### src/lph_pkg.sv
`timescale 1ns / 1ps
`default_nettype none
package lph_pkg;

  localparam int SLOTS        = 256;
  localparam int RECORD_BYTES = 8;
  localparam int SLOT_W       = $clog2(SLOTS);
  localparam int CNT_W        = (SLOT_W + 1 > 9) ? SLOT_W + 1 : 9;
  localparam int SUM_W        = 11;
  localparam int MOD_W        = 9;
  localparam int STORED_MAX   = 511;

  localparam logic [1:0] OP_INSERT = 2'd0;
  localparam logic [1:0] OP_FIND   = 2'd1;
  localparam logic [1:0] OP_DELETE = 2'd2;

  localparam logic [1:0] ST_OK   = 2'd0;
  localparam logic [1:0] ST_MISS = 2'd1;
  localparam logic [1:0] ST_FULL = 2'd2;

  localparam logic [1:0] REG_SLOT_COUNT   = 2'd0;
  localparam logic [1:0] REG_HASH_MODULUS = 2'd1;
  localparam logic [1:0] REG_KEY_OFFSET   = 2'd2;
  localparam logic [1:0] REG_KEY_LENGTH   = 2'd3;

  typedef struct packed {
    logic [CNT_W-1:0] n;
    logic [MOD_W-1:0] m;
    logic [7:0]       key_mask;
  } cfg_t;

  typedef struct packed {
    logic [1:0]        op;
    logic [63:0]       rec;
    logic [SLOT_W-1:0] home;
  } job_t;

  function automatic logic [7:0] key_mask(input logic [2:0] off, input logic [3:0] len);
    logic [7:0] mk;
    int d;
    mk = '0;
    for (int i = 0; i < 8; i++) begin
      d = i - int'(off);
      mk[i] = (d >= 0) && (d < int'(len)) && (i < RECORD_BYTES);
    end
    return mk;
  endfunction

  function automatic logic [SUM_W-1:0] key_sum(input logic [63:0] rec, input logic [7:0] mk);
    logic [SUM_W-1:0] s;
    s = '0;
    for (int i = 0; i < 8; i++) begin
      if (mk[i]) s = s + SUM_W'(rec[8*i +: 8]);
    end
    return s;
  endfunction

  function automatic logic keys_eq(input logic [63:0] a, input logic [63:0] b,
                                   input logic [7:0] mk);
    logic eq;
    eq = 1'b1;
    for (int i = 0; i < 8; i++) begin
      if (mk[i] && (a[8*i +: 8] != b[8*i +: 8])) eq = 1'b0;
    end
    return eq;
  endfunction

  function automatic logic [63:0] rec_mask(input logic [63:0] rec);
    logic [63:0] mk;
    mk = (64'd1 << (8 * RECORD_BYTES)) - 64'd1;
    return rec & mk;
  endfunction

  // restoring remainder, up to four dividend bits, msb first
  function automatic logic [MOD_W-1:0] mod_chunk(input logic [MOD_W-1:0] r_in,
                                                 input logic [3:0] bits, input int cnt,
                                                 input logic [MOD_W-1:0] m);
    logic [MOD_W-1:0] r;
    logic [MOD_W:0]   t;
    r = r_in;
    for (int i = 3; i >= 0; i--) begin
      if (i < cnt) begin
        t = {r, bits[i]};
        if (t >= {1'b0, m}) t = t - {1'b0, m};
        r = t[MOD_W-1:0];
      end
    end
    return r;
  endfunction

endpackage
`default_nettype wire

### src/lph_front.sv
`timescale 1ns / 1ps
`default_nettype none
module lph_front import lph_pkg::*; (
  input  wire logic        clk,
  input  wire logic        rst_n,
  input  wire cfg_t        cfg,
  input  wire logic        start,
  output logic             busy,
  input  wire logic [1:0]  in_operation,
  input  wire logic [63:0] in_record,
  output logic             push,
  output job_t             push_job,
  input  wire logic        q_full
);

  localparam logic [1:0] F_IDLE = 2'd0;
  localparam logic [1:0] F_MOD  = 2'd1;
  localparam logic [1:0] F_PUSH = 2'd2;

  logic [1:0]       state_r, state_nxt;
  logic [1:0]       step_r;
  logic [1:0]       op_r;
  logic [63:0]      rec_r;
  logic [SUM_W-1:0] sum_r;
  logic [MOD_W-1:0] rem_r, rem_nxt;

  assign busy = (state_r != F_IDLE);
  assign push = (state_r == F_PUSH) && !q_full;
  assign push_job = '{op: op_r, rec: rec_r, home: SLOT_W'(rem_r)};

  always_comb begin
    case (step_r)
      2'd0:    rem_nxt = mod_chunk('0, sum_r[10:7], 4, cfg.m);
      2'd1:    rem_nxt = mod_chunk(rem_r, sum_r[6:3], 4, cfg.m);
      default: rem_nxt = mod_chunk(rem_r, {1'b0, sum_r[2:0]}, 3, cfg.m);
    endcase
  end

  always_comb begin
    state_nxt = state_r;
    case (state_r)
      F_IDLE:  if (start) state_nxt = F_MOD;
      F_MOD:   if (step_r == 2'd2) state_nxt = F_PUSH;
      F_PUSH:  if (!q_full) state_nxt = F_IDLE;
      default: state_nxt = F_IDLE;
    endcase
  end

  always_ff @(posedge clk) begin
    if (!rst_n) begin
      state_r <= F_IDLE;
      step_r  <= 2'd0;
    end else begin
      state_r <= state_nxt;
      if (state_r == F_MOD) step_r <= step_r + 2'd1;
      else step_r <= 2'd0;
    end
  end

  always_ff @(posedge clk) begin
    if (state_r == F_IDLE && start) begin
      op_r  <= in_operation;
      rec_r <= in_record;
      sum_r <= key_sum(in_record, cfg.key_mask);
    end
    if (state_r == F_MOD) rem_r <= rem_nxt;
  end

endmodule
`default_nettype wire

### config.mk
export PLATFORM = sky130hd
export DESIGN_NAME = lph_front
export DESIGN_NICKNAME = d
export VERILOG_FILES = /design/src/lph_pkg.sv /design/src/lph_front.sv
export SDC_FILE = /design/constraint.sdc
export NUM_CORES = 1
export LEC_CHECK = 0
export BUFFER_PORTS_ARGS = -buffer_cell sky130_fd_sc_hd__buf_2
export CAP_MARGIN = 5
export CORE_MARGIN = 10
export CORE_UTILIZATION = 25
export CTS_CLUSTER_DIAMETER = 200
export CTS_CLUSTER_SIZE = 16
export DETAILED_ROUTE_END_ITERATION = 10
export GPL_ROUTABILITY_DRIVEN = 1
export HOLD_SLACK_MARGIN = 0.03
export PLACE_DENSITY = 0.55
export SKIP_LAST_GASP = 1
export SYNTH_ARGS = -nofsm -noshare
export SYNTH_HDL_FRONTEND = slang
export SYNTH_SLANG_ARGS = --single-unit
export TNS_END_PERCENT = 50
### constraint.sdc
create_clock -name clk -period 9.89 [get_ports clk]
set_clock_uncertainty 0.2 [all_clocks]
set_input_delay 1.4835 -clock clk [delete_from_list [all_inputs] [get_ports clk]]
set_output_delay 1.4835 -clock clk [all_outputs]
set_load 0.03 [all_outputs]
==> summary.md, run 1 <==
| Metric | Value |
|---|---|
| Fin crit share | `0.941` |
| Register Area | `2660 um2` |
| Met3 Wirelength | `1090 um` |
| Min-Delay Path Class | `flip-flop to flip-flop` |
| Clock slew at reported path FFs | `around 0.070 ns` |
| Yosys cell types | `82` |
| Clk_lat worst skew | `0.38 ns` |
| Ys Warns | `0` |
| CTS tree | `yes` |
| Number of buffers created by CTS | `9` |
| Syn_area_per_cell | `roughly 9 um2` |
| Seq/Total Area, Yosys | `0.245` |
| Largest net degree at the start of global routing | `78` |
| Count leader, synth | `ha_1` |
| Multi-input gate area | `~7700 um2` |
| Initial antenna violation count | `1` |
| CTS Buffer Depth | `2` |
| Required @ worst endpoint | `9.81 ns` |
| Global route total overflow | `0` |
| I/O Buffers | `162` |
| Worst-margin pin slew | `1.10 ns` |
| Cell mode on critical path | `a21o_1` |
| DR pass1 iterations | `4` |
| Worst slew margin | `0.268` |
| Via count | `9533` |
| Yosys reg bits | `90` |
| Initial core utilization | `0.253` |
| CTS root buffer | `clkbuf_16` |
| CTS sink cnt | `90` |
| Wl on met1 | `between 15000 and 20000 um` |
| Most common library cells after synthesis | `143 x ha_1, 97 x inv_1, 86 x edfxtp_1` |
| CP Max Fanout | `9` |
| Total length of routed met2 wires | `16300 um` |
| CP Class | `primary input to flip-flop` |
| CP Launch Type | `primary input` |
| # H-tree levels | `3` |
| Synth Flop Type | `edfxtp_1` |
| Setup TNS Final | `0 ns` |
| Top cell type by total area after synthesis | `edfxtp_1` |
| Min cycle time layout | `9.30 ns` |
| DR iter-0 viols | `581` |
| Core Box Area | `43100 um2` |
| Hold_buf cts | `0` |
| Crit. End Element | `flip-flop` |
| Antenna diode count | `0` |
| Die height | `229 um` |
| FMAX | `0.108 GHz` |
| Post-Synthesis Cells | `1174` |
| Post-synth top area share | `0.237` |
| Area contributors post-synth | `edfxtp_1 24%, ha_1 16%, mux2_2 4.9%, xnor2_1 4.4%, o21ai_0 3.5%` |
| DP HPWL | `~27000 um` |
| Die width | `229 um` |
| CP max stage delay | `0.41 ns` |
| Wire per inst | `16.5 um` |
| Filler Cell Count | `approximately 4500` |
| Gr usage total | `0.124` |
| Routed Antenna Nets | `0` |
| Final-report hold violation count | `0` |
| Setup violators final | `0` |
| Status | `completed` |
| Vias in the first global route | `about 9500` |
| Post-Syn Nets | `1430` |
| Row Count | `76` |
| DRT Wirelength | `33100 um` |
| Drt drc | `0` |
| Final core utilization | `0.309` |
| Max-Cap Viols | `0` |
| Final non-filler cell total | `about 2000` |
| Gpl congestion | `0.903` |
| Crit path max-delay cell type | `ha_1` |
| Asr flop ratio synth | `0` |
| CP arrival | `between 9 and 10 ns` |
| First-pass GRT wire length | `approximately 52000 um` |
| Mapped cell area | `about 11000 um2` |
| Fin. max-slew vios | `0` |
| Routed vias/inst | `4.76` |
| NumNets Final | `1669` |
| Hold_ws | `0.322 ns` |
| Post-synth EDFFs | `86` |
| RSZ-0062 raised after global routing | `true` |
| Uppermost routed layer | `met5` |
| Placed cells | `between 1500 and 2000` |
| P&R area growth vs syn | `22.4%` |
| IO Pins | `172` |
| Die area | `52300 um2` |
| Layout cells sized above 1 | `0.251` |
flip-flops by register name, indices dropped and copies added (netlist names):
name / flops
step_r: 2
rec_r: 64
state_r: 2
rem_r: 9
op_r: 2
sum_r: 11
metal layers:
metal / up-vias / track usage
li1: 4860 / -
met1: 4469 / 0.156
met2: 173 / 0.218
met3: 29 / 0.0145
met4: 2 / 0.0371
met5: - / 0
placed cells by master, fill, tap and decap left out, types with 34 or more instances in the layout:
cell      netlist  layout
mux2i_1        37      35
xor2_1         34      34
buf_4           9      93
o21ai_0        77      72
edfxtp_1       86      86
nor2_1         72      71
nor2b_1        40      40
inv_1          97      97
xnor2_1        55      55
a21o_1         45      45
a21oi_1        71      70
buf_2           2     162
mux2_2         47      47
ha_1          143     141
nand2_1        46      46
cell families after synthesis:
kind of cell    share of synthesized area
compound gates                      0.219
xor+xnor                           0.0774
fa+ha+maj                           0.196
buf+inv                            0.0492
flops                               0.245
mux                                0.0840
simple gates                        0.130
final cells by class:
type,instances,area share
multi-input cells,957,0.582
clock inverters,7,0.00526
inverters,100,0.0282
repair buffers,255,0.113
clock buffers,9,0.0169
flip-flops and latches,90,0.200
well taps,585,0.0549
critical path: cells and delay by family:
kind / cells / cell delay (ns)
AOI/OAI and AO/OA: 18 / 3.96
muxes: 1 / 0.36
buffers and inverters: 3 / 0.33
and+or+nand+nor: 12 / 1.84
adders and majority gates: 4 / 1.25
final timing paths:
kind	slack, ns	from	depth (start not counted)	to
setup / recovery	0.59	cfg[15]	38	rem_r[1]
hold / removal	0.32	state_r[1]	2	state_r[1]
setup reg to reg	1.27	sum_r[6]	39	rem_r[1]
hold reg to reg	0.32	state_r[1]	2	state_r[1]
stage by stage:
step	cell area (um2)	setup slack, ns
after detailed placement	13000	-0.169
after CTS	13300	0.149
after global routing	13300	-0.0544
final	13300	0.588
after global placement	13000	-0.0788
after floorplan	10900	0.0787
timing repair:
action                                  4_1_cts  5_1_grt
endpoints found under the hold margin         0        0
endpoints found under the setup margin        0       11
gates resized for setup                       0       19
buffers inserted                              0        1
Power of run 1 is left out: the tool's default activity adds up to more than one toggle a clock period on the data nets, which glitch-free logic cannot reach.
==> inputs of run 2 (changes only) <==
--- a/config.mk
+++ b/config.mk
@@ -9,6 +9,7 @@
 export CAP_MARGIN = 5
 export CORE_MARGIN = 10
 export CORE_UTILIZATION = 25
+export CTS_BUF_LIST = sky130_fd_sc_hd__clkbuf_8
 export CTS_CLUSTER_DIAMETER = 200
 export CTS_CLUSTER_SIZE = 16
 export DETAILED_ROUTE_END_ITERATION = 10
==> summary.md, run 2 (synthesized netlist as in run 1, its figures left out) <==
| Metric | Value |
|---|---|
| CP max stage delay | `0.43 ns` |
| Crit. End Element | `flip-flop` |
| CP Class | `primary input to flip-flop` |
| Number of buffers created by CTS | `9` |
| Max-Cap Viols | `0` |
| CTS Buffer Depth | `2` |
| FMAX | `0.107 GHz` |
| Crit path max-delay cell type | `fa_1` |
| Die area | `approximately 52000 um2` |
| Global route total overflow | `0` |
| CP arrival | `9.31 ns` |
| Initial core utilization | `0.253` |
| Routed vias/inst | `4.77` |
| Wire per inst | `16.5 um` |
| First-pass GRT wire length | `approximately 52000 um` |
| CTS root buffer | `clkbuf_8` |
| Final-report hold violation count | `0` |
| Commonest non-fill, non-tap cells in the layout | `162 x buf_2, 141 x ha_1, 97 x inv_1` |
| Die width | `229 um` |
| Most common cell after layout, fill and taps aside | `buf_2` |
| Core Box Area | `43100 um2` |
| Largest net degree at the start of global routing | `78` |
| Critical path depth | `40` |
| I/O Buffers | `162` |
| NumNets Final | `1669` |
| DR pass1 iterations | `5` |
| Gr usage total | `0.124` |
| CP Launch Type | `primary input` |
| Filler Cell Count | `4561` |
| Drt drc | `0` |
| Fin crit share | `0.948` |
| # H-tree levels | `3` |
| Placed cells | `1986` |
| Register Area | `roughly 2700 um2` |
| Vias in the first global route | `9526` |
| Min-Delay Path Class | `flip-flop to flip-flop` |
| Multi-input gate area | `7740 um2` |
| P&R area growth vs syn | `21.5%` |
| DR iter-0 viols | `566` |
| Initial antenna violation count | `3` |
| Via count | `~9600` |
| DRT Wirelength | `33200 um` |
| Path depth of the worst reg2reg path | `41` |
| Fin. max-slew vios | `0` |
| Worst Hold Path Cells | `2` |
| Status | `completed` |
| Hold_ws | `0.326 ns` |
| CP Max Fanout | `9` |
| Clock slew at reported path FFs | `0.10 ns` |
| CTS tree | `yes` |
| Hold_buf cts | `0` |
| Required @ worst endpoint | `9.82 ns` |
| Layout cells sized above 1 | `0.251` |
| Gpl congestion | `0.903` |
| Largest regs | `rec_r (64), sum_r (11), rem_r (9)` |
| Top delay family on crit path | `compound AO/OA/AOI/OAI gates` |
| Setup violators final | `0` |
| Buf/Inv on CP | `5` |
| Die height | `229 um` |
| Worst-margin pin slew | `about 1.1 ns` |
| Worst slew margin | `0.281` |
| Routed Antenna Nets | `0` |
| Top reg by flops | `rec_r` |
| Cell mode on critical path | `a21o_1` |
| Min cycle time layout | `between 9 and 10 ns` |
| Final non-filler cell total | `2005` |
| IO Pins | `172` |
| RSZ-0062 raised after global routing | `false` |
| DP HPWL | `around 27000 um` |
| Max reg flops | `64` |
| Clk_lat worst skew | `0.42 ns` |
| Row Count | `76` |
| CTS sink cnt | `90` |
==> run 2: worst paths after layout <==
check                           slack (ns)  startpoint         end
worst max register to register        1.17    sum_r[6]    rem_r[0]
worst max-delay path                  0.51     cfg[15]    rem_r[0]
worst min register to register        0.33  state_r[1]  state_r[1]
worst min-delay path                  0.33  state_r[1]  state_r[1]
==> run 2: tightest hold or removal path: stages, from the launching register on <==
cell      delay (ns)
dfxtp_1         0.34
nand3b_1        0.08
a21boi_0        0.07
==> run 2: timing repair <==
item,in CTS,in global routing
endpoints found under the hold margin,0,0
gates resized for setup,0,18
endpoints found under the setup margin,0,11
buffers inserted,0,1
==> run 2: cell type report <==
cell class / instances / share of cell area
diodes: 2 / 0.000379
clock buffers: 9 / 0.00937
clock inverters: 7 / 0.00530
inverters: 100 / 0.0284
multi-input cells: 957 / 0.586
flip-flops and latches: 90 / 0.201
well taps: 585 / 0.0554
repair buffers: 255 / 0.114
==> run 2: per-layer routing <==
| layer | wire (um) | track usage | up-vias |
|---|---|---|---|
| li1 | - | - | 4859 |
| met1 | 15100 | 0.156 | 4473 |
| met2 | 16200 | 0.216 | 182 |
| met3 | 1190 | 0.0161 | 44 |
| met4 | 693 | 0.0396 | 2 |
| met5 | 7 | 0 | - |
==> run 2: per-stage QoR <==
stage / utilization / worst slack (ns) / TNS [ns] / instance area, um2
after floorplan: - / 0.0787 / 0 / 10900
after global placement: 0.301 / -0.0788 / -0.314 / 13000
after detailed placement: 0.301 / -0.169 / -1.18 / 13000
after CTS: 0.305 / 0.207 / 0 / 13200
after global routing: 0.307 / 0.0107 / 0 / 13200
final: 0.307 / 0.514 / 0 / 13200
Power of run 2 is left out for the same reason.
