File: src/lph_pkg.sv
`timescale 1ns / 1ps
`default_nettype none
package lph_pkg;

  localparam int SLOTS        = 256;
  localparam int RECORD_BYTES = 8;
  localparam int SLOT_W       = $clog2(SLOTS);
  localparam int CNT_W        = (SLOT_W + 1 > 9) ? SLOT_W + 1 : 9;
  localparam int SUM_W        = 11;
  localparam int MOD_W        = 9;
  localparam int STORED_MAX   = 511;

  localparam logic [1:0] OP_INSERT = 2'd0;
  localparam logic [1:0] OP_FIND   = 2'd1;
  localparam logic [1:0] OP_DELETE = 2'd2;

  localparam logic [1:0] ST_OK   = 2'd0;
  localparam logic [1:0] ST_MISS = 2'd1;
  localparam logic [1:0] ST_FULL = 2'd2;

  localparam logic [1:0] REG_SLOT_COUNT   = 2'd0;
  localparam logic [1:0] REG_HASH_MODULUS = 2'd1;
  localparam logic [1:0] REG_KEY_OFFSET   = 2'd2;
  localparam logic [1:0] REG_KEY_LENGTH   = 2'd3;

  typedef struct packed {
    logic [CNT_W-1:0] n;
    logic [MOD_W-1:0] m;
    logic [7:0]       key_mask;
  } cfg_t;

  typedef struct packed {
    logic [1:0]        op;
    logic [63:0]       rec;
    logic [SLOT_W-1:0] home;
  } job_t;

  function automatic logic [7:0] key_mask(input logic [2:0] off, input logic [3:0] len);
    logic [7:0] mk;
    int d;
    mk = '0;
    for (int i = 0; i < 8; i++) begin
      d = i - int'(off);
      mk[i] = (d >= 0) && (d < int'(len)) && (i < RECORD_BYTES);
    end
    return mk;
  endfunction

  function automatic logic [SUM_W-1:0] key_sum(input logic [63:0] rec, input logic [7:0] mk);
    logic [SUM_W-1:0] s;
    s = '0;
    for (int i = 0; i < 8; i++) begin
      if (mk[i]) s = s + SUM_W'(rec[8*i +: 8]);
    end
    return s;
  endfunction

  function automatic logic keys_eq(input logic [63:0] a, input logic [63:0] b,
                                   input logic [7:0] mk);
    logic eq;
    eq = 1'b1;
    for (int i = 0; i < 8; i++) begin
      if (mk[i] && (a[8*i +: 8] != b[8*i +: 8])) eq = 1'b0;
    end
    return eq;
  endfunction

  function automatic logic [63:0] rec_mask(input logic [63:0] rec);
    logic [63:0] mk;
    mk = (64'd1 << (8 * RECORD_BYTES)) - 64'd1;
    return rec & mk;
  endfunction

  // restoring remainder, up to four dividend bits, msb first
  function automatic logic [MOD_W-1:0] mod_chunk(input logic [MOD_W-1:0] r_in,
                                                 input logic [3:0] bits, input int cnt,
                                                 input logic [MOD_W-1:0] m);
    logic [MOD_W-1:0] r;
    logic [MOD_W:0]   t;
    r = r_in;
    for (int i = 3; i >= 0; i--) begin
      if (i < cnt) begin
        t = {r, bits[i]};
        if (t >= {1'b0, m}) t = t - {1'b0, m};
        r = t[MOD_W-1:0];
      end
    end
    return r;
  endfunction

endpackage
`default_nettype wire

File: src/lph_queue.sv
`timescale 1ns / 1ps
`default_nettype none
module lph_queue import lph_pkg::*; (
  input  wire logic clk,
  input  wire logic rst_n,
  input  wire logic push,
  input  wire job_t push_job,
  input  wire logic pop,
  output job_t      head,
  output logic      full,
  output logic      empty
);

  job_t       mem_r [2];
  logic       wptr_r, rptr_r;
  logic [1:0] cnt_r;

  assign full  = (cnt_r == 2'd2);
  assign empty = (cnt_r == 2'd0);
  assign head  = mem_r[rptr_r];

  always_ff @(posedge clk) begin
    if (!rst_n) begin
      wptr_r <= 1'b0;
      rptr_r <= 1'b0;
      cnt_r  <= 2'd0;
    end else begin
      if (push) wptr_r <= !wptr_r;
      if (pop) rptr_r <= !rptr_r;
      if (push && !pop) cnt_r <= cnt_r + 2'd1;
      else if (pop && !push) cnt_r <= cnt_r - 2'd1;
    end
  end

  always_ff @(posedge clk) begin
    if (push) mem_r[wptr_r] <= push_job;
  end

endmodule
`default_nettype wire

File: config.mk
export PLATFORM = sky130hd
export DESIGN_NAME = lph_queue
export DESIGN_NICKNAME = d
export VERILOG_FILES = /design/src/lph_pkg.sv /design/src/lph_queue.sv
export SDC_FILE = /design/constraint.sdc
export NUM_CORES = 1
export LEC_CHECK = 0
export BUFFER_PORTS_ARGS = -buffer_cell sky130_fd_sc_hd__buf_2
export CAP_MARGIN = 40
export CELL_PAD_IN_SITES_DETAIL_PLACEMENT = 0
export CELL_PAD_IN_SITES_GLOBAL_PLACEMENT = 1
export CORE_UTILIZATION = 44
export DETAILED_ROUTE_END_ITERATION = 16
export PLACE_DENSITY_LB_ADDON = 0.1
export SLEW_MARGIN = 20
export SYNTH_ARGS = -nofsm -noshare
export SYNTH_HDL_FRONTEND = slang
export SYNTH_SLANG_ARGS = --single-unit
export TNS_END_PERCENT = 1
File: constraint.sdc
create_clock -name clk -period 5.2 [get_ports clk]
set_input_delay 0.26 -clock clk [delete_from_list [all_inputs] [get_ports clk]]
set_output_delay 0.26 -clock clk [all_outputs]
set_load 0.02 [all_outputs]
==> results of run 1 <==
[power by group through the flow]
stage / Clock [mW] / Combinational, mW / Sequential (mW)
finish: 1.17 / 0.314 / 1.45
global route: 1.24 / 0.337 / 1.46
CTS: 1.20 / 0.319 / 1.45
detailed placement: 0 / 0.318 / 1.48
global placement: 0 / 0.296 / 1.49
floorplan: 0 / 0.214 / 1.47
[per-stage QoR]
step / setup slack (ns) / power, mW
after floorplan: 1.07 / 1.68
after global placement: 2.86 / 1.78
after detailed placement: 3.33 / 1.79
after CTS: 2.95 / 2.97
after global routing: 2.91 / 3.04
final: 3.00 / 2.93
[path summary, 6_finish.rpt]
kind	slack, ns	from	depth (start not counted)	endpoint
max	3.00	flip-flop	3	head[6]
min	0.03	push_job[2]	1	mem_r[1][2]
max reg2reg	3.46	wptr_r	2	mem_r[0][23]
min reg2reg	0.51	cnt_r[1]	2	cnt_r[1]
[sequential cells by signal (all words and copies together) (netlist names), named ones only]
| register | flops |
|---|---|
| cnt_r | 2 |
| mem_r | 148 |
| rptr_r | 1 |
| wptr_r | 1 |
[critical path: stages (launching register included)]
cell	delay, ns
dfxtp_4	0.65
buf_12	0.31
mux2_2	0.37
buf_2	0.16
[layout by cell type, fill, tap and decap left out, types with 2 or more instances in the layout]
master and n:
clkinv_2 3, clkinv_1 5, buf_12 2, xor2_1 2, buf_2 153, mux2_2 74, and2_1 3, clkbuf_16 17
clkbuf_1 3, bufinv_16 3, edfxtp_1 148, dfxtp_1 4
[area by class of cell]
class                      instances  area, µm²
clock buffer                      20        437
inverter                           1       3.75
fill                             974       5030
tap                              168        210
clock inverter                    12        131
timing repair buffer             157        841
sequential                       153       4550
multi-input combinational         90        958
[logic make-up after synthesis]
group / after synthesis / synth area share
AO/OA/AOI/OAI: 3 / 0.00359
AND/OR/NAND/NOR: 9 / 0.0101
multiplexers: 74 / 0.149
flip-flops: 153 / 0.815
adder cells (fa/ha/maj): 1 / 0.00224
XOR/XNOR: 3 / 0.00471
buffers and inverters: 9 / 0.0150
[metal layers]
layer / global-route usage / wire (µm)
met1: 0.170 / 3710
met2: 0.231 / 4520
met3: 0.0635 / 743
met4: 0.0831 / 177
met5: 0 / 0
==> summary.txt, run 1 <==
Run status
  • Run status: finished, final reports clean

Timing
  • RSZ-0062 raised after global routing: no
  • Min Hold Slack: 0.0310 ns
  • Post-route clock period utilization: 0.423
  • Worst-margin pin slew: 0.625 ns
  • Final setup TNS: 0 ns
  • Crit path time final: 2.20 ns
  • Endpoints failing setup: 0
  • Final Hold Viols: 0
  • Max Clock Freq: 454 MHz
  • Slew HR: 0.583
  • Max Clock Skew: 0.00391 ns
  • Max Slew Vio Count: 0

Route
  • Vias: 2,777
  • Initial DRT Pass Iterations: 4
  • Wire per inst: 15.2 µm
  • DRC viols: 0
  • DRT antenna net count: 0
  • WL final: 9150 µm
  • Routed vias/inst: 4.62
  • Drt initial violations: 142

Clock network
  • Clk slew on worst S/H paths: 0.06 ns
  • Setup bufs post-CTS: 0
  • Clock Tree Buf Depth: 2
  • # clock sinks: 153
  • Root Driver: clkbuf_16
  • Cts bufs inserted: 17
  • CTS tree: built
  • Worst skew pair latency: 0.41 ns
  • Post-CTS Resized: 0
  • Hold Buf Count CTS: 0
  • H-tree Lvls: 4

Flow run
  • Max-Cap Viols: 0

Logic synthesis
  • Cell variety after synth: 18
  • Synth area leader: edfxtp_1
  • Ranking of synthesized cells by area: edfxtp_1, mux2_2, dfxtp_1, buf_6, and2_1
  • Synth warn: 0
  • Post-synth net total: 331
  • EDFF count, synth: 148
  • Seq cells post-synth: 153
  • Commonest cells in the netlist: edfxtp_1, mux2_2, buf_6
  • Sequential element share of the synthesized area: 0.815
  • Yosys top cell area share: 0.797
  • Syn Inst Count: 252
  • Count leader, synth: edfxtp_1
  • Post-synthesis average cell area: 22.1 µm²
  • Ys async rst share: 0
  • Cell area after synthesis: 5580 µm²
  • Top FF cell, synth: edfxtp_1

Finish
  • Final core utilization: 0.586
  • Diodes inserted: 0
  • Layout cells sized above 1: 0.598
  • Nets@finish: 499
  • Design area: 7130 µm²
  • Area delta synth->final: 27.8%
  • Post-route insts no fill: 601

Hold path
  • Hold crit path type: input pin to flip-flop

Power and ir drop
  • Leakage: 2.68 nW
  • Switching Share: 0.215
  • Sw power: 630 µW
  • Worst VDD drop: 0.000227 V
  • Combinational Power Share: 0.107
  • Sequential power share: 0.494
  • Internal power: 2.30 mW
  • Proportion of power drawn by the clock network: 0.399
  • Pwr dens: 411 nW/µm²

Place
  • GPL Wtd Cong: 0.682
  • Number of I/O port buffers: 153
  • Hpwl dp: 5900 µm
  • Placed cell areas: 6560 µm²
  • Cells after DPL: 569

Floorplan
  • Die ar.: 13,100 µm²
  • Row count: 40
  • Core Region: 12,200 µm²
  • Ports: 154
  • Starting Density: 0.459
  • Die height: 115 µm
  • Die extent in x: 115 µm

Worst setup path
  • Crit. End Element: output port
  • Crit Path Category: flip-flop to output port
  • Peak fanout along the critical path: 42
  • Crit path required time: 4.94 ns
  • Crit path arrival time: 1.94 ns
  • CP startpoint kind: flip-flop

Global route
  • First-pass GRT wire length: 13,800 µm
  • GRT Total Usage: 0.147
  • Grt ovf: 0
  • Initial antenna violation count: 0
  • Largest net degree at the start of global routing: 45
  • Vias in the first global route: 2,760
(Power assumes the default switching activity.)
==> inputs of run 2 (changes only) <==
--- a/config.mk
+++ b/config.mk
@@ -5,11 +5,12 @@
 export SDC_FILE = /design/constraint.sdc
 export NUM_CORES = 1
 export LEC_CHECK = 0
+export ABC_AREA = 1
 export BUFFER_PORTS_ARGS = -buffer_cell sky130_fd_sc_hd__buf_2
 export CAP_MARGIN = 40
 export CELL_PAD_IN_SITES_DETAIL_PLACEMENT = 0
 export CELL_PAD_IN_SITES_GLOBAL_PLACEMENT = 1
-export CORE_UTILIZATION = 44
+export CORE_UTILIZATION = 40
 export DETAILED_ROUTE_END_ITERATION = 16
 export PLACE_DENSITY_LB_ADDON = 0.1
 export SLEW_MARGIN = 20
==> constraint.sdc (replaced) <==
create_clock -name clk -period 1.9 [get_ports clk]
set_input_delay 0.095 -clock clk [delete_from_list [all_inputs] [get_ports clk]]
set_output_delay 0.095 -clock clk [all_outputs]
set_load 0.02 [all_outputs]
==> summary.txt, run 2 <==
Run status
  • Run status: finished, final reports clean

Finish
  • Diodes inserted: 0
  • Area delta synth->final: 42.3%
  • Most frequent cells in the layout: buf_2, edfxtp_1, dlygate4sd3_1, mux2_4, clkbuf_16
  • Largest Register: mem_r
  • Final core utilization: 0.589
  • Fill count: 1,095
  • Commonest non-fill, non-tap cell in the layout: buf_2
  • Layout cells sized above 1: 0.510
  • Nets@finish: 592
  • Top flop regs: mem_r (148), cnt_r (2)
  • Largest register FFs: 148
  • Design area: 8280 µm²

Flow run
  • Max-Cap Viols: 0

Floorplan
  • Ports: 154
  • Die ar.: 15,000 µm²
  • Starting Density: 0.414
  • Core Region: 14,000 µm²
  • Die height: 123 µm
  • Die extent in x: 123 µm
  • Row count: 43

Power and ir drop
  • Sequential power share: 0.461
  • Sw power: 1.81 mW
  • Pwr dens: 1040 nW/µm²
  • Internal power: 6.77 mW
  • Leakage: 3.32 nW
  • Worst VDD drop: 0.000571 V
  • Combinational Power Share: 0.119
  • Switching Share: 0.211
  • Proportion of power drawn by the clock network: 0.420

Global route
  • GRT Total Usage: 0.151
  • First-pass GRT wire length: 16,400 µm
  • Initial antenna violation count: 0
  • Vias in the first global route: 3,275
  • Largest net degree at the start of global routing: 43
  • Grt ovf: 0

Logic synthesis
  • Ranking of synthesized cells by area: edfxtp_1, mux2_4, mux2_2, dfxtp_1, buf_6
  • Post-synth net total: 344
  • Top FF cell, synth: edfxtp_1
  • Sequential element share of the synthesized area: 0.782
  • Post-Synth XOR/XNOR Area: 0
  • Cell area after synthesis: 5810 µm²
  • EDFF count, synth: 148
  • Post-synthesis average cell area: 21.9 µm²
  • Main combinational cell family by area after synthesis: multiplexers
  • Compound-Gate Fraction of Synth Area: 0.00172
  • Synth area leader: edfxtp_1
  • Post-Synth Simple-Gate Area: 0.0129
  • Count leader, synth: edfxtp_1
  • Seq cells post-synth: 153
  • Ys async rst share: 0
  • Commonest cells in the netlist: edfxtp_1, mux2_4, mux2_2
  • Synth Area in Adders: 0.00215
  • Mux contribution to synthesized area: 0.182
  • Yosys top cell area share: 0.764
  • Syn Inst Count: 265
  • Synth warn: 0
  • Cell variety after synth: 14

Route
  • DRT antenna net count: 0
  • WL final: 10,500 µm
  • Drt initial violations: 103
  • Initial DRT Pass Iterations: 4
  • Vias: 3,177
  • Routed vias/inst: 4.50
  • Wire per inst: 14.9 µm
  • DRC viols: 0

Timing
  • Post-route clock period utilization: 0.916
  • Setup slack after layout: 0.160 ns
  • Worst-margin pin slew: 0.440 ns
  • Max Clock Skew: 0.00981 ns
  • Final Hold Viols: 0
  • Slew HR: 0.707
  • Endpoints failing setup: 0
  • RSZ-0062 raised after global routing: no
  • Max Clock Freq: 575 MHz
  • Crit path time final: 1.74 ns
  • Max Slew Vio Count: 0

Worst setup path
  • Crit path required time: 1.80 ns
  • Crit Path Category: flip-flop to output port
  • RR Endpoint: mem_r[1][48]
  • Slowest stage delay, CP: 0.43 ns
  • Worst R2R Setup Slack: 0.52 ns
  • Crit path arrival time: 1.65 ns
  • CP Cell Sequence: buf_12 > mux2_2 > buf_2
  • Levels on crit path: 3
  • Peak fanout along the critical path: 29
  • Critical Path Sink: head[1]
  • R2r startpoint: wptr_r
  • Reg2Reg Depth: 3
  • CP bufs+invs: 2
  • CP delay by family, top: flip-flops
  • Crit. End Element: output port
  • CP max stage cell: dfxtp_4
  • CP startpoint kind: flip-flop

Clock network
  • Hold Buf Count CTS: 77
  • # clock sinks: 153
  • CTS tree: built
  • Setup bufs post-CTS: 0
  • Worst skew pair latency: 0.42 ns
  • Post-CTS Resized: 0
  • Clk slew on worst S/H paths: 0.06 ns
  • Clock Tree Buf Depth: 2
  • Root Driver: clkbuf_16
  • Cts bufs inserted: 17
  • H-tree Lvls: 4

Hold path
  • Hold crit path type: input pin to flip-flop
  • Hold path cells: 3

Place
  • Number of I/O port buffers: 153
  • Pre-CTS setup slack: 0.516 ns
  • GPL Wtd Cong: 0.677
  • Placed cell areas: 6860 µm²
  • Hpwl dp: 6570 µm
[run 2: changes by cell type in the layout (fill, tap and decap cells not counted), moves of 3 or more]
cell and delta:
dlygate4sd3_1 +77, mux2_2 -60, mux2_4 +60, nand2_1 +8
nor2_1 +7, inv_1 +6, clkinv_1 -5, buf_12 +4
and2_1 -3
[run 2: cells by family (layout without fill, tap and decap cells)]
group	after synthesis	in the layout
multiplexers	74	74
adder cells (fa/ha/maj)	1	1
AO/OA/AOI/OAI	2	2
AND/OR/NAND/NOR	19	19
flip-flops	153	153
buffers and inverters	16	277
[run 2: stage by stage]
step | power (mW) | std cells | hold slack [ns] | TNS, ns
floorplan | 4.61 | 265 | 0.194 | -31.76
global placement | 4.92 | 597 | 0.283 | 0
detailed placement | 4.94 | 597 | 0.287 | 0
CTS | 8.68 | 706 | 0.0520 | 0
global route | 8.89 | 706 | 0.0938 | 0
finish | 8.58 | 706 | 0.0691 | 0
[run 2: tightest hold or removal path, stage by stage]
cell and delay [ns]:
buf_2 0.12, ha_1 0.16, a21oi_1 0.07
[run 2: final cells by class]
class | instances | area, µm² | area share
timing repair buffer | 237 | 1660 | 0.201
multi-input combinational | 96 | 1160 | 0.141
inverter | 8 | 31.3 | 0.00378
tap | 180 | 225 | 0.0272
clock inverter | 13 | 201 | 0.0243
sequential | 153 | 4550 | 0.550
clock buffer | 19 | 443 | 0.0535
[run 2: per-layer routing]
| metal | routed length [µm] | vias up | track usage | part of all wire |
|---|---|---|---|---|
| li1 | - | 1528 | - | - |
| met4 | 217 | 0 | 0.0755 | 0.021 |
| met3 | 629 | 17 | 0.0548 | 0.060 |
| met2 | 5330 | 100 | 0.249 | 0.51 |
| met5 | 0 | - | 0 | 0 |
| met1 | 4330 | 1532 | 0.174 | 0.41 |
[run 2: power groups by stage]
stage / combinational, mW / clock, mW / sequential [mW]
after detailed placement: 0.913 / 0 / 4.02
after floorplan: 0.596 / 0 / 4.01
after CTS: 1.04 / 3.69 / 3.95
after global placement: 0.905 / 0 / 4.02
after global routing: 1.10 / 3.82 / 3.97
final: 1.02 / 3.60 / 3.95
[run 2: how the worst min path moves through the flow]
stage | start | to
global route | push | cnt_r[0]
finish | push | cnt_r[0]
global placement | push_job[18] | mem_r[0][18]
CTS | push | cnt_r[0]
floorplan | push_job[0] | mem_r[0][0]
detailed placement | push_job[39] | mem_r[1][39]
